### src/hdl/bsvs_pkg.sv
// Shared constants, command codes, datapath operations and status type for the bounded value block.
`default_nettype none

package bsvs_pkg;

  localparam int DATA_W    = 32;
  localparam int STEP_W    = 31;
  localparam int CMD_W     = 3;
  localparam int CFG_IDX_W = 1;

  localparam logic [CMD_W-1:0] CMD_SET       = 3'd0;
  localparam logic [CMD_W-1:0] CMD_ADD_LINE  = 3'd1;
  localparam logic [CMD_W-1:0] CMD_SUB_LINE  = 3'd2;
  localparam logic [CMD_W-1:0] CMD_ADD_PAGE  = 3'd3;
  localparam logic [CMD_W-1:0] CMD_SUB_PAGE  = 3'd4;
  localparam logic [CMD_W-1:0] CMD_SET_RANGE = 3'd5;
  localparam logic [CMD_W-1:0] CMD_TO_POS    = 3'd6;
  localparam logic [CMD_W-1:0] CMD_FROM_POS  = 3'd7;

  localparam logic [CFG_IDX_W-1:0] REG_LINE_STEP = 1'd0;
  localparam logic [CFG_IDX_W-1:0] REG_PAGE_STEP = 1'd1;

  localparam logic [STEP_W-1:0] LINE_STEP_RST = 31'd1;
  localparam logic [STEP_W-1:0] PAGE_STEP_RST = 31'd10;
  localparam logic signed [DATA_W-1:0] RANGE_MAX_RST = 32'sd99;

  // ranges above this are prescaled by 2**PRESCALE_SHIFT
  localparam logic [DATA_W-1:0] WIDE_RANGE_LIMIT = 32'd524287;
  localparam int PRESCALE_SHIFT = 13;

  typedef enum logic [3:0] {
    OP_NONE,
    OP_LOAD,
    OP_PREP,
    OP_CLAMP,
    OP_EARLY,
    OP_TP_MUL,
    OP_TP_DIV,
    OP_TP_FIN,
    OP_FP_DIV1,
    OP_FP_MUL1,
    OP_FP_MUL2,
    OP_FP_DIV2,
    OP_FP_FIN,
    OP_OUT
  } op_t;

  typedef struct packed {
    logic [CMD_W-1:0] cmd;
    logic             map_early;
    logic             div_done;
  } bsvs_stat_t;

endpackage

`default_nettype wire

### src/hdl/bsvs_div.sv
// Iterative unsigned 32-bit restoring divider, one quotient bit per cycle.
`default_nettype none

module bsvs_div
  import bsvs_pkg::*;
(
  input  wire logic              clk,
  input  wire logic              rst_n,
  input  wire logic              start,
  input  wire logic [DATA_W-1:0] dividend,
  input  wire logic [DATA_W-1:0] divisor,
  output logic                   done,
  output logic [DATA_W-1:0]      quot,
  output logic [DATA_W-1:0]      rem
);

  localparam int CNT_W = $clog2(DATA_W);

  logic              busy_r, busy_nxt;
  logic              done_r, done_nxt;
  logic [CNT_W-1:0]  cnt_r, cnt_nxt;
  logic [DATA_W-1:0] quot_r, quot_nxt;
  logic [DATA_W-1:0] rem_r, rem_nxt;
  logic [DATA_W-1:0] dvsr_r, dvsr_nxt;
  logic [DATA_W:0]   shifted;
  logic [DATA_W:0]   trial;
  logic              ge;

  assign shifted = {rem_r, quot_r[DATA_W-1]};
  assign trial   = shifted - {1'b0, dvsr_r};
  assign ge      = ~trial[DATA_W];

  always_comb begin
    busy_nxt = busy_r;
    done_nxt = done_r;
    cnt_nxt  = cnt_r;
    quot_nxt = quot_r;
    rem_nxt  = rem_r;
    dvsr_nxt = dvsr_r;
    if (start) begin
      busy_nxt = 1'b1;
      done_nxt = 1'b0;
      cnt_nxt  = '0;
      quot_nxt = dividend;
      rem_nxt  = '0;
      dvsr_nxt = divisor;
    end else if (busy_r) begin
      rem_nxt  = ge ? trial[DATA_W-1:0] : shifted[DATA_W-1:0];
      quot_nxt = {quot_r[DATA_W-2:0], ge};
      cnt_nxt  = cnt_r + 1'b1;
      if (cnt_r == CNT_W'(DATA_W - 1)) begin
        busy_nxt = 1'b0;
        done_nxt = 1'b1;
      end
    end
  end

  always_ff @(posedge clk) begin
    if (!rst_n) begin
      busy_r <= 1'b0;
      done_r <= 1'b0;
      cnt_r  <= '0;
    end else begin
      busy_r <= busy_nxt;
      done_r <= done_nxt;
      cnt_r  <= cnt_nxt;
    end
  end

  always_ff @(posedge clk) begin
    quot_r <= quot_nxt;
    rem_r  <= rem_nxt;
    dvsr_r <= dvsr_nxt;
  end

  assign done = done_r;
  assign quot = quot_r;
  assign rem  = rem_r;

endmodule

`default_nettype wire

### src/hdl/bsvs_dp.sv
// Datapath: value and range state, step and clamp logic, mapping arithmetic, result register.
`default_nettype none

module bsvs_dp
  import bsvs_pkg::*;
(
  input  wire logic                     clk,
  input  wire logic                     rst_n,
  input  wire op_t                      op,
  output bsvs_stat_t                    stat,
  input  wire logic                     cfg_we,
  input  wire logic [CFG_IDX_W-1:0]     cfg_index,
  input  wire logic [STEP_W-1:0]        cfg_wdata,
  input  wire logic [CMD_W-1:0]         in_command,
  input  wire logic signed [DATA_W-1:0] in_operand_a,
  input  wire logic signed [DATA_W-1:0] in_operand_b,
  output logic signed [DATA_W-1:0]      out_current_value,
  output logic signed [DATA_W-1:0]      out_previous_value,
  output logic                          out_value_changed,
  output logic                          out_range_changed,
  output logic signed [DATA_W-1:0]      out_mapped_result
);

  logic [CMD_W-1:0]         cmd_r, cmd_nxt;
  logic signed [DATA_W-1:0] a_r, a_nxt;
  logic signed [DATA_W-1:0] b_r, b_nxt;
  logic signed [DATA_W-1:0] value_r, value_nxt;
  logic signed [DATA_W-1:0] prior_r, prior_nxt;
  logic signed [DATA_W-1:0] min_r, min_nxt;
  logic signed [DATA_W-1:0] max_r, max_nxt;
  logic [STEP_W-1:0]        line_r, line_nxt;
  logic [STEP_W-1:0]        page_r, page_nxt;
  logic signed [DATA_W-1:0] cand_r, cand_nxt;
  logic                     vchg_r, vchg_nxt;
  logic                     rchg_r, rchg_nxt;
  logic [DATA_W-1:0]        mapped_r, mapped_nxt;
  logic [DATA_W-1:0]        mula_r, mula_nxt;
  logic [DATA_W-1:0]        den_r, den_nxt;
  logic [DATA_W-1:0]        prod_r, prod_nxt;
  logic [DATA_W-1:0]        t1_r, t1_nxt;
  logic signed [DATA_W-1:0] ocur_r, ocur_nxt;
  logic signed [DATA_W-1:0] oprev_r, oprev_nxt;
  logic                     ovchg_r, ovchg_nxt;
  logic                     orchg_r, orchg_nxt;
  logic [DATA_W-1:0]        omap_r, omap_nxt;

  logic [STEP_W-1:0]        step;
  logic [DATA_W:0]          sum_ext;
  logic [DATA_W:0]          dif_ext;
  logic                     up_ok;
  logic                     dn_ok;
  logic [DATA_W-1:0]        range_u;
  logic [DATA_W-1:0]        dist_u;
  logic                     wide;
  logic signed [DATA_W-1:0] clamp_src;
  logic signed [DATA_W-1:0] clamped;
  logic signed [DATA_W-1:0] new_max;
  logic                     map_early;
  logic [DATA_W-1:0]        mul_x;
  logic [DATA_W-1:0]        mul_y;
  logic [DATA_W-1:0]        mul_lo;
  logic                     div_start;
  logic [DATA_W-1:0]        div_dividend;
  logic [DATA_W-1:0]        div_divisor;
  logic                     div_done;
  logic [DATA_W-1:0]        div_quot;
  logic [DATA_W-1:0]        div_rem;

  assign step    = (cmd_r == CMD_ADD_LINE || cmd_r == CMD_SUB_LINE) ? line_r : page_r;
  assign sum_ext = {value_r[DATA_W-1], value_r} + {2'b00, step};
  assign dif_ext = {value_r[DATA_W-1], value_r} - {2'b00, step};
  assign up_ok   = (step != '0) && (sum_ext[DATA_W] == sum_ext[DATA_W-1]);
  assign dn_ok   = (step != '0) && (dif_ext[DATA_W] == dif_ext[DATA_W-1]);

  assign range_u = max_r - min_r;
  assign dist_u  = a_r - min_r;
  assign wide    = range_u > WIDE_RANGE_LIMIT;

  assign clamp_src = (cmd_r == CMD_SET_RANGE) ? value_r : cand_r;
  assign clamped   = (clamp_src < min_r) ? min_r : ((clamp_src > max_r) ? max_r : clamp_src);
  assign new_max   = (a_r > b_r) ? a_r : b_r;

  always_comb begin
    map_early = 1'b0;
    if (cmd_r == CMD_TO_POS) begin
      map_early = (max_r <= min_r);
    end else if (cmd_r == CMD_FROM_POS) begin
      map_early = (b_r <= 0) || (a_r <= 0) || (a_r >= b_r);
    end
  end

  // one shared multiplier, low product word only
  assign mul_x  = (op == OP_TP_MUL) ? mula_r : a_r;
  assign mul_y  = (op == OP_TP_MUL) ? b_r : ((op == OP_FP_MUL1) ? div_quot : div_rem);
  assign mul_lo = mul_x * mul_y;

  assign div_start = (op == OP_TP_DIV) || (op == OP_FP_DIV1) || (op == OP_FP_DIV2);

  always_comb begin
    div_dividend = prod_r;
    div_divisor  = den_r;
    if (op == OP_FP_DIV1) begin
      div_dividend = range_u;
      div_divisor  = b_r;
    end else if (op == OP_FP_DIV2) begin
      div_dividend = {prod_r[DATA_W-2:0], 1'b0} + b_r;
      div_divisor  = {b_r[DATA_W-2:0], 1'b0};
    end
  end

  bsvs_div u_div (
    .clk      (clk),
    .rst_n    (rst_n),
    .start    (div_start),
    .dividend (div_dividend),
    .divisor  (div_divisor),
    .done     (div_done),
    .quot     (div_quot),
    .rem      (div_rem)
  );

  always_comb begin
    cmd_nxt    = cmd_r;
    a_nxt      = a_r;
    b_nxt      = b_r;
    value_nxt  = value_r;
    prior_nxt  = prior_r;
    min_nxt    = min_r;
    max_nxt    = max_r;
    line_nxt   = line_r;
    page_nxt   = page_r;
    cand_nxt   = cand_r;
    vchg_nxt   = vchg_r;
    rchg_nxt   = rchg_r;
    mapped_nxt = mapped_r;
    mula_nxt   = mula_r;
    den_nxt    = den_r;
    prod_nxt   = prod_r;
    t1_nxt     = t1_r;
    ocur_nxt   = ocur_r;
    oprev_nxt  = oprev_r;
    ovchg_nxt  = ovchg_r;
    orchg_nxt  = orchg_r;
    omap_nxt   = omap_r;

    if (cfg_we) begin
      unique case (cfg_index)
        REG_LINE_STEP: line_nxt = cfg_wdata;
        REG_PAGE_STEP: page_nxt = cfg_wdata;
        default: ;
      endcase
    end

    unique case (op)
      OP_LOAD: begin
        cmd_nxt    = in_command;
        a_nxt      = in_operand_a;
        b_nxt      = in_operand_b;
        vchg_nxt   = 1'b0;
        rchg_nxt   = 1'b0;
        mapped_nxt = '0;
      end
      OP_PREP: begin
        case (cmd_r) inside
          CMD_SET: cand_nxt = a_r;
          CMD_ADD_LINE, CMD_ADD_PAGE: cand_nxt = up_ok ? sum_ext[DATA_W-1:0] : max_r;
          CMD_SUB_LINE, CMD_SUB_PAGE: cand_nxt = dn_ok ? dif_ext[DATA_W-1:0] : min_r;
          CMD_SET_RANGE: begin
            if (a_r != min_r || b_r != max_r) begin
              min_nxt  = a_r;
              max_nxt  = new_max;
              rchg_nxt = 1'b1;
            end
          end
          CMD_TO_POS: begin
            mula_nxt = wide ? (dist_u >> PRESCALE_SHIFT) : dist_u;
            den_nxt  = wide ? (range_u >> PRESCALE_SHIFT) : range_u;
          end
          default: ;
        endcase
      end
      OP_CLAMP: begin
        if (cmd_r == CMD_SET_RANGE) begin
          if (rchg_r && clamped != value_r) begin
            prior_nxt = value_r;
            value_nxt = clamped;
            vchg_nxt  = 1'b1;
          end
        end else begin
          prior_nxt = value_r;
          value_nxt = clamped;
          vchg_nxt  = (clamped != value_r);
        end
      end
      OP_EARLY: begin
        if (cmd_r == CMD_TO_POS) begin
          mapped_nxt = '0;
        end else begin
          mapped_nxt = ((b_r <= 0) || (a_r <= 0)) ? min_r : max_r;
        end
      end
      OP_TP_MUL:  prod_nxt   = mul_lo;
      OP_TP_DIV:  ;
      OP_TP_FIN:  mapped_nxt = div_quot;
      OP_FP_DIV1: ;
      OP_FP_MUL1: t1_nxt     = mul_lo;
      OP_FP_MUL2: prod_nxt   = mul_lo;
      OP_FP_DIV2: t1_nxt     = min_r + t1_r;
      OP_FP_FIN:  mapped_nxt = t1_r + div_quot;
      OP_OUT: begin
        ocur_nxt  = value_r;
        oprev_nxt = prior_r;
        ovchg_nxt = vchg_r;
        orchg_nxt = rchg_r;
        omap_nxt  = mapped_r;
      end
      default: ;
    endcase
  end

  always_ff @(posedge clk) begin
    if (!rst_n) begin
      value_r <= '0;
      prior_r <= '0;
      min_r   <= '0;
      max_r   <= RANGE_MAX_RST;
      line_r  <= LINE_STEP_RST;
      page_r  <= PAGE_STEP_RST;
    end else begin
      value_r <= value_nxt;
      prior_r <= prior_nxt;
      min_r   <= min_nxt;
      max_r   <= max_nxt;
      line_r  <= line_nxt;
      page_r  <= page_nxt;
    end
  end

  always_ff @(posedge clk) begin
    cmd_r    <= cmd_nxt;
    a_r      <= a_nxt;
    b_r      <= b_nxt;
    cand_r   <= cand_nxt;
    vchg_r   <= vchg_nxt;
    rchg_r   <= rchg_nxt;
    mapped_r <= mapped_nxt;
    mula_r   <= mula_nxt;
    den_r    <= den_nxt;
    prod_r   <= prod_nxt;
    t1_r     <= t1_nxt;
    ocur_r   <= ocur_nxt;
    oprev_r  <= oprev_nxt;
    ovchg_r  <= ovchg_nxt;
    orchg_r  <= orchg_nxt;
    omap_r   <= omap_nxt;
  end

  assign stat.cmd       = cmd_r;
  assign stat.map_early = map_early;
  assign stat.div_done  = div_done;

  assign out_current_value  = ocur_r;
  assign out_previous_value = oprev_r;
  assign out_value_changed  = ovchg_r;
  assign out_range_changed  = orchg_r;
  assign out_mapped_result  = omap_r;

endmodule

`default_nettype wire

### src/hdl/bsvs_ctrl.sv
// Controller: sequences datapath operations per command and runs the channel handshakes.
`default_nettype none

module bsvs_ctrl
  import bsvs_pkg::*;
(
  input  wire logic       clk,
  input  wire logic       rst_n,
  input  wire logic       in_valid,
  output logic            in_ready,
  output logic            out_valid,
  input  wire logic       out_ready,
  input  wire bsvs_stat_t stat,
  output op_t             op
);

  typedef enum logic [10:0] {
    S_IDLE     = 11'b000_0000_0001,
    S_PREP     = 11'b000_0000_0010,
    S_CLAMP    = 11'b000_0000_0100,
    S_TP_MUL   = 11'b000_0000_1000,
    S_TP_DIV   = 11'b000_0001_0000,
    S_TP_WAIT  = 11'b000_0010_0000,
    S_FP_WAIT1 = 11'b000_0100_0000,
    S_FP_MUL2  = 11'b000_1000_0000,
    S_FP_DIV2  = 11'b001_0000_0000,
    S_FP_WAIT2 = 11'b010_0000_0000,
    S_DONE     = 11'b100_0000_0000
  } state_t;

  state_t state_r, state_nxt;
  logic   out_valid_r, out_valid_nxt;

  always_comb begin
    state_nxt     = state_r;
    op            = OP_NONE;
    in_ready      = 1'b0;
    out_valid_nxt = out_valid_r & ~out_ready;
    unique case (state_r)
      S_IDLE: begin
        in_ready = 1'b1;
        if (in_valid) begin
          op        = OP_LOAD;
          state_nxt = S_PREP;
        end
      end
      S_PREP: begin
        case (stat.cmd) inside
          CMD_SET, CMD_ADD_LINE, CMD_SUB_LINE, CMD_ADD_PAGE, CMD_SUB_PAGE, CMD_SET_RANGE: begin
            op        = OP_PREP;
            state_nxt = S_CLAMP;
          end
          default: begin
            if (stat.map_early) begin
              op        = OP_EARLY;
              state_nxt = S_DONE;
            end else if (stat.cmd == CMD_TO_POS) begin
              op        = OP_PREP;
              state_nxt = S_TP_MUL;
            end else begin
              op        = OP_FP_DIV1;
              state_nxt = S_FP_WAIT1;
            end
          end
        endcase
      end
      S_CLAMP: begin
        op        = OP_CLAMP;
        state_nxt = S_DONE;
      end
      S_TP_MUL: begin
        op        = OP_TP_MUL;
        state_nxt = S_TP_DIV;
      end
      S_TP_DIV: begin
        op        = OP_TP_DIV;
        state_nxt = S_TP_WAIT;
      end
      S_TP_WAIT: begin
        if (stat.div_done) begin
          op        = OP_TP_FIN;
          state_nxt = S_DONE;
        end
      end
      S_FP_WAIT1: begin
        if (stat.div_done) begin
          op        = OP_FP_MUL1;
          state_nxt = S_FP_MUL2;
        end
      end
      S_FP_MUL2: begin
        op        = OP_FP_MUL2;
        state_nxt = S_FP_DIV2;
      end
      S_FP_DIV2: begin
        op        = OP_FP_DIV2;
        state_nxt = S_FP_WAIT2;
      end
      S_FP_WAIT2: begin
        if (stat.div_done) begin
          op        = OP_FP_FIN;
          state_nxt = S_DONE;
        end
      end
      S_DONE: begin
        if (!out_valid_r || out_ready) begin
          op            = OP_OUT;
          out_valid_nxt = 1'b1;
          state_nxt     = S_IDLE;
        end
      end
      default: state_nxt = S_IDLE;
    endcase
  end

  always_ff @(posedge clk) begin
    if (!rst_n) begin
      state_r     <= S_IDLE;
      out_valid_r <= 1'b0;
    end else begin
      state_r     <= state_nxt;
      out_valid_r <= out_valid_nxt;
    end
  end

  assign out_valid = out_valid_r;

  a_valid_from_done: assert property (@(posedge clk) disable iff (!rst_n)
    $rose(out_valid_r) |-> $past(state_r == S_DONE))
    else $error("result raised outside completion state");

  a_hold_result: assert property (@(posedge clk) disable iff (!rst_n)
    (state_r == S_DONE && out_valid_r && !out_ready) |=> (state_r == S_DONE && out_valid_r))
    else $error("pending result overwritten");

  a_div_exit: assert property (@(posedge clk) disable iff (!rst_n)
    ((state_r == S_TP_WAIT || state_r == S_FP_WAIT2) && stat.div_done) |=> (state_r == S_DONE))
    else $error("division finish not followed by completion");

  a_busy_no_accept: assert property (@(posedge clk) disable iff (!rst_n)
    (state_r != S_IDLE) |-> !in_ready)
    else $error("input taken while a command is in flight");

endmodule

`default_nettype wire

### src/hdl/bounded_step_value_with_scaling_top.sv
// Top level of the bounded step value block: controller plus datapath.
//
// Input channel (in_valid/in_ready) carries one command transaction: in_command,
// in_operand_a, in_operand_b. Result channel (out_valid/out_ready) returns one
// transaction per command: current and previous value, change flags, mapped result.
// Configuration: cfg_we with cfg_index 0 writes line_step, 1 writes page_step, taken on
// the clock edge; write only while the block is idle, the block itself does not enforce it.
// Set, step and set range commands pass through the prepare and clamp states; to
// position adds a multiply and one division, from position two multiplies and two
// divisions; a mapping command on an empty range or an edge position skips them.
// Mapping latency is set by the shared 32-bit divider, one quotient bit per cycle,
// once for to position and twice for from position. One command is in flight at
// a time; a new transaction is taken in the cycle after the previous result is
// registered.
// Reset (rst_n low, synchronous) sets value and previous value to 0, range to
// [0, 99], line_step to 1, page_step to 10, and empties the result register.
// A stalled receiver holds the result in the output register; the next command
// is still accepted and computed, then waits until the held result is taken.
`default_nettype none

module bounded_step_value_with_scaling_top
  import bsvs_pkg::*;
(
  input  wire logic                     clk,
  input  wire logic                     rst_n,
  input  wire logic                     cfg_we,
  input  wire logic [CFG_IDX_W-1:0]     cfg_index,
  input  wire logic [STEP_W-1:0]        cfg_wdata,
  input  wire logic                     in_valid,
  output logic                          in_ready,
  input  wire logic [CMD_W-1:0]         in_command,
  input  wire logic signed [DATA_W-1:0] in_operand_a,
  input  wire logic signed [DATA_W-1:0] in_operand_b,
  output logic                          out_valid,
  input  wire logic                     out_ready,
  output logic signed [DATA_W-1:0]      out_current_value,
  output logic signed [DATA_W-1:0]      out_previous_value,
  output logic                          out_value_changed,
  output logic                          out_range_changed,
  output logic signed [DATA_W-1:0]      out_mapped_result
);

  op_t        op;
  bsvs_stat_t stat;

  bsvs_ctrl u_ctrl (
    .clk       (clk),
    .rst_n     (rst_n),
    .in_valid  (in_valid),
    .in_ready  (in_ready),
    .out_valid (out_valid),
    .out_ready (out_ready),
    .stat      (stat),
    .op        (op)
  );

  bsvs_dp u_dp (
    .clk                (clk),
    .rst_n              (rst_n),
    .op                 (op),
    .stat               (stat),
    .cfg_we             (cfg_we),
    .cfg_index          (cfg_index),
    .cfg_wdata          (cfg_wdata),
    .in_command         (in_command),
    .in_operand_a       (in_operand_a),
    .in_operand_b       (in_operand_b),
    .out_current_value  (out_current_value),
    .out_previous_value (out_previous_value),
    .out_value_changed  (out_value_changed),
    .out_range_changed  (out_range_changed),
    .out_mapped_result  (out_mapped_result)
  );

endmodule

`default_nettype wire
### config.mk
export PLATFORM = sky130hd
export DESIGN_NAME = bounded_step_value_with_scaling_top
export DESIGN_NICKNAME = d
export VERILOG_FILES = /design/src/hdl/bsvs_pkg.sv /design/src/hdl/bsvs_div.sv /design/src/hdl/bsvs_dp.sv /design/src/hdl/bsvs_ctrl.sv /design/src/hdl/bounded_step_value_with_scaling_top.sv
export SDC_FILE = /design/constraint.sdc
export NUM_CORES = 2
export LEC_CHECK = 0
export ABC_AREA = 1
export BUFFER_PORTS_ARGS = -buffer_cell sky130_fd_sc_hd__buf_2
export CAP_MARGIN = 20
export CORE_MARGIN = 2
export CORE_UTILIZATION = 40
export CTS_CLUSTER_DIAMETER = 50
export CTS_CLUSTER_SIZE = 28
export DETAILED_ROUTE_END_ITERATION = 16
export SLEW_MARGIN = 5
export SYNTH_ARGS = -nofsm -noshare
export SYNTH_HDL_FRONTEND = slang
export SYNTH_SLANG_ARGS = --single-unit
### constraint.sdc
create_clock -name clk -period 8.2 [get_ports clk]
set_clock_uncertainty 0.05 [all_clocks]
set_input_delay 0 -clock clk [delete_from_list [all_inputs] [get_ports clk]]
set_output_delay 0 -clock clk [all_outputs]
set_load 0.03 [all_outputs]
; Word level (Yosys, flattened, before mapping)
; Index checks and enable logic that the tools add are counted.
[classes]
bitwise = 9
n_lt_le_gt_ge = 8
n_reduce_logical = 35
mux = 64
multipliers = 1
eq_ne = 48
add_sub_neg = 9
[op_table]
columns = op, count
row1 = $mux W32, 25
row2 = $pmux W32 S4, 1
row3 = $pmux W11 S10, 1
row4 = $add A32 B32 Y32, 3
row5 = $ne A32 B32 Y1, 3
row6 = $mux W11, 6
row7 = $gt A32 B32 Y1, 2
row8 = $le A32 B1 Y1 const B, 2
row9 = $pmux W32 S2, 1
row10 = $sub A32 B32 Y32, 2
row11 = $pmux W4 S11, 1
row12 = $mux W19, 2
row13 = $add A32 B32 Y33, 1
row14 = $sub A32 B32 Y33, 1
row15 = $sub A33 B32 Y33, 1
row16 = $ge A32 B32 Y1, 1
row17 = $gt A32 B19 Y1 const B, 1
row18 = $le A32 B32 Y1, 1
row19 = $lt A32 B32 Y1, 1
row20 = $mul A32 B32 Y32, 1
row21 = $mux W31, 1
row22 = $reduce_bool A31 Y1, 1
row23 = $eq A4 B4 Y1 const B, 6
row24 = $mux W4, 6
row25 = 41 further kinds, 103
[totals]
wordCells = 206
register_bits = 664
output_inout_bits = 100

; Longest topological paths before layout
[depth]
ltp_word = 13
depth_mapped = 44
depth_no_buf = 40

; By module
; From an unflattened synthesis, not the netlist that was laid out.
[hier_totals]
cells_unflattened = 8077
hier_area_um2 = 61586.6
[modules_own_cells]
columns = module, n_inst, cells_per_inst, seq_area_each_um2, area_per_inst_um2
row1 = bsvs_dp, 1, 6893, 14584.0, 53764.1
row2 = bsvs_div, 1, 1030, 2702.6, 6875.3
row3 = bsvs_ctrl, 1, 154, 240.2, 947.2

; Worst setup path after synthesis
; No wires, ideal clock.
[synth_path]
path_type = register to register
startpoint = register u_ctrl.state_r[6]
endpoint = register u_dp.t1_r[28], data pin
slack_ps = 268
period_less_slack_ps = 7932
stages_incl_launch_ff = 43
path_buffers = 4
setup_ps = 269
arrival_time_ps = 7612
cell_sequence = dfxtp_1 -> nor2_2 -> nand3_2 -> nor2_4 -> and2_1 -> buf_6 -> inv_4 -> buf_6 -> buf_2 -> nor2_1 -> nor2_1 -> clkinv_1 -> clkbuf_1 -> nor2_1 -> fa_1 -> inv_1 -> fa_1 -> fa_1 -> (+7 left out) -> fa_1 -> ha_1 -> nand2_1 -> inv_1 -> nand4_1 -> o211ai_1 -> a31oi_1 -> o21ai_0 -> a21oi_1 -> o21ai_0 -> nand3_1 -> nand2_1 -> nand3_1 -> nand2_1 -> nand3_1 -> nand2_1 -> xnor2_1 -> o21ai_0
[synth_between]
elab_chain_cells = 7
word_cells_on_any_way = 20
classes_between = mul: 1 / eq/ne: 14 / mux: 5
[synth_rtl]
columns = item, line
row1 = start: declaration, bsvs_ctrl.sv:31  ; state_t state_r, state_nxt;
row2 = start signal: assignment, bsvs_ctrl.sv:121  ; state_r <= state_nxt;
row3 = $eq A11 B11 Y1 (tied with other cells), bsvs_ctrl.sv:39  ; unique case (state_r)
row4 = $pmux W4 S11 (*), bsvs_ctrl.sv:39
row5 = $eq A4 B4 Y1, "bsvs_dp.sv:94, bsvs_dp.sv:154"
row6 = $mux W32 (2 in series), bsvs_dp.sv:94  ; assign mul_y = (op == OP_TP_MUL) ? b_r : ((op == OP_FP_MUL1) ? div_quot : div_rem);
row7 = $mul A32 B32 Y32, bsvs_dp.sv:95  ; assign mul_lo = mul_x * mul_y;
row8 = $pmux W32 S2 (*), bsvs_dp.sv:154  ; unique case (op)
row9 = net u_dp.t1_nxt[28], bsvs_dp.sv:40  ; logic [DATA_W-1:0] t1_r, t1_nxt;
row10 = end signal: assignment, bsvs_dp.sv:250  ; t1_r <= t1_nxt;
row11 = end: declaration, bsvs_dp.sv:40
; The timed path passes the listed nets; every way through them passes the cells marked *.
; A chain may end at the register's enable or synchronous reset.

; Worst setup path after layout
[layout_path]
startpoint = register u_ctrl.state_r[5]
endpoint = register u_dp.t1_r[31], data pin
[layout_between]
elab_chain_cells = 7
word_cells_on_any_way = 20
classes_between = mul: 1 / eq/ne: 14 / mux: 5
[layout_rtl]
columns = item, line
row1 = $eq A11 B11 Y1 (tied with other cells), bsvs_ctrl.sv:39
row2 = $pmux W4 S11 (*), bsvs_ctrl.sv:39
row3 = $eq A4 B4 Y1, bsvs_dp.sv:94
row4 = $mux W32 (2 in series), bsvs_dp.sv:94
row5 = $mul A32 B32 Y32 (*), bsvs_dp.sv:95
row6 = net u_dp.mul_lo[31], bsvs_dp.sv:61  ; logic [DATA_W-1:0] mul_lo;
row7 = $pmux W32 S2 (*), bsvs_dp.sv:154
row8 = net u_dp.t1_nxt[31], bsvs_dp.sv:40
; Marked as above.

==> impl_results.md <==
* Status: finished with violations
* Failing checks: setup timing
* Worst path bufs/invs at 11
* Post-Synthesis Cell Area at ~61000 um^2
* DR vias at between 50000 and 60000
* Reg clk slew, reported paths at roughly 70 ps
* Detail Route Antenna Nets at 0
* Vias in the first global route at 56900
* DR vias/cell at ~5.6
* Final-report setup violation count at 1
* Critical path arrival at roughly 8600 ps
* Peak Freq at 122 MHz
* CTS tree: built
* Final hold slack at about 44 ps
* Ys async rst share at 0
* 1st-iter DRT viols at 6936
* DP HPWL at around 230000 um
* Synth area leaders: edfxtp_1, fa_1, ha_1
* Slowest CP cell: fa_1
* Hold Vio Cnt, Final at 0
* Critical path required time at about 8600 ps
* Num CTS Buffers at 94
* Die area at approximately 160000 um^2
* Syn Area/Cell at 7.82 um^2
* Post-route cell area at roughly 74000 um^2
* DR pass1 iterations at 8
* Worst hold path type: in2reg
* Seq cells post-synth at 664
* Most frequent cell after synthesis: nand2_1
* Synth top cells by count: nand2_1, inv_1, nor2_1
* Io pins at 204
* Post-Syn Instances at slightly below 8000
* Routability Congestion at 1.05
* Post-synth top area cell: edfxtp_1
* Yosys warnings at 0
* Drc violations at 0
* H-tree depth at 3
* Initial core utilization at 0.401
* Top-area cell type share of the netlist area at 0.209
* Critical Path Max Stage Delay at ~550 ps
* Max cap viols at 0
* Routed len/inst at about 27 um
* Rel. slew slack at 0.0766
* Critical path capture point type: flip-flop
* Total global-route track usage at 0.356
* Setup ws final at -24.2 ps
* Initial antenna violation count at 24
* Max Slew Vio Count at 0
* Period utilisation layout at 1.00
* Area delta synth->final at 21.0%
* Pin count of the biggest net entering global routing at 84
* Core Region at roughly 150000 um^2
* Worst Tran Pin Value at 1370 ps
* RSZ-0062 raised after global routing: true
* Fin util at 0.486
* I/O Buffers at roughly 200
* Rows at approximately 140
* First-pass GRT wire length at between 400000 and 500000 um
* Post-DP Area at 67200 um^2
* Root buffer cell: clkbuf_16
* Clock Sinks at 664
* Layout cells sized above 1 at 0.139
* Worst-Skew Late Latency at approximately 750 ps
* Startpoint Class: flip-flop
* Synth Flop Type: edfxtp_1
* Die span in y at about 390 um
* Routed WL at 283000 um
* Setup TNS Final at -24.2 ps
* Crit Path Max Fanout at 10
* Top delay family on crit path: adder cells
* EDFF count, synth at ~420
* Critical setup path kind: reg2reg
* Gr ovfl total at 0
* Nets at around 9500
* Netlist cell types at 65
* Sequential share of the synthesized area at 0.288
* CTS max path bufs at 3
* Die W at ~400 um
* Minimum clock period at ~8200 ps
## worst paths after layout
check / startpoint / end / slack (ps) / cells past startpoint
setup / recovery: u_ctrl.state_r[5]$_SDFFE_PN0P_ / u_dp.t1_r[31]$_DFFE_PP_ / -20 / 38
hold / removal: cfg_wdata[0] / u_dp.page_r[0]$_SDFFE_PN0P_ / 40 / 4
setup reg to reg: u_ctrl.state_r[5]$_SDFFE_PN0P_ / u_dp.t1_r[31]$_DFFE_PP_ / -20 / 38
hold reg to reg: u_dp.mapped_r[2]$_DFFE_PP_ / u_dp.out_mapped_result[2]$_DFFE_PN_ / 370 / 0
## cell type report
type | count | area [um^2]
antenna | 10 | 25.0
tap | 2030 | 2540
timing repair buffer | 932 | 7540
clock buffer | 101 | 2430
sequential | 664 | 17500
inverter | 1178 | 4470
fill | 14900 | 77900
multi-input combinational | 5649 | 38200
clock inverter | 77 | 901
## kinds of logic (layout without fill, tap and decap cells)
logic type,after synthesis,after routing,synth area share
buffers and inverters,1481,2288,0.0949
AOI/OAI and AO/OA,1620,1620,0.150
adders and majority gates,885,885,0.233
other,1,23,0.0000617
and+or+nand+nor,2864,2864,0.195
DFF,664,664,0.288
xor gates and xnor gates,267,267,0.0384
## metal layers
| metal | vias to the layer above | track usage | routed length [um] |
|---|---|---|---|
| met2 | 3275 | 0.539 | 121000 |
| met4 | 16 | 0.157 | 15000 |
| met1 | 28800 | 0.485 | 117000 |
| li1 | 27100 | - | - |
| met5 | - | 0 | 100 |
| met3 | 616 | 0.0789 | 29600 |
## per-stage QoR
stage / setup WS [ps] / cells
floorplan: 268 / 7794
global placement: -518 / 10200
detailed placement: -560 / 10200
CTS: -26.7 / 10600
global route: -222 / 10600
finish: -24.2 / 10600
## worst min-delay path: cells and delay by family
kind	cells	cell delay (ps)
AOI/OAI and AO/OA	1	90
buffers and inverters	2	610
and+or+nand+nor	1	90
## what timing repair did
action,CTS,global route
resized for setup,61,144
hold buffers,207,0
pin swaps,20,57
buffers inserted,7,20
hold endpoints to repair,191,0
setup endpoints to repair,24,24
cloned,0,2
## layout by cell type (no fill, tap or decap), drive strengths merged, types with 163 or more instances in the layout
| cell type | count |
|---|---|
| dfxtp | 241 |
| dlygate4sd3 | 207 |
| fa | 416 |
| a21oi | 625 |
| nor2 | 749 |
| xor2 | 163 |
| inv | 1200 |
| o21ai | 638 |
| nand2 | 1568 |
| nand3 | 316 |
| ha | 469 |
| edfxtp | 423 |
| buf | 723 |
Power is left out: the tool's default activity adds up to more than one toggle a clock period on the data nets, which glitch-free logic cannot reach.
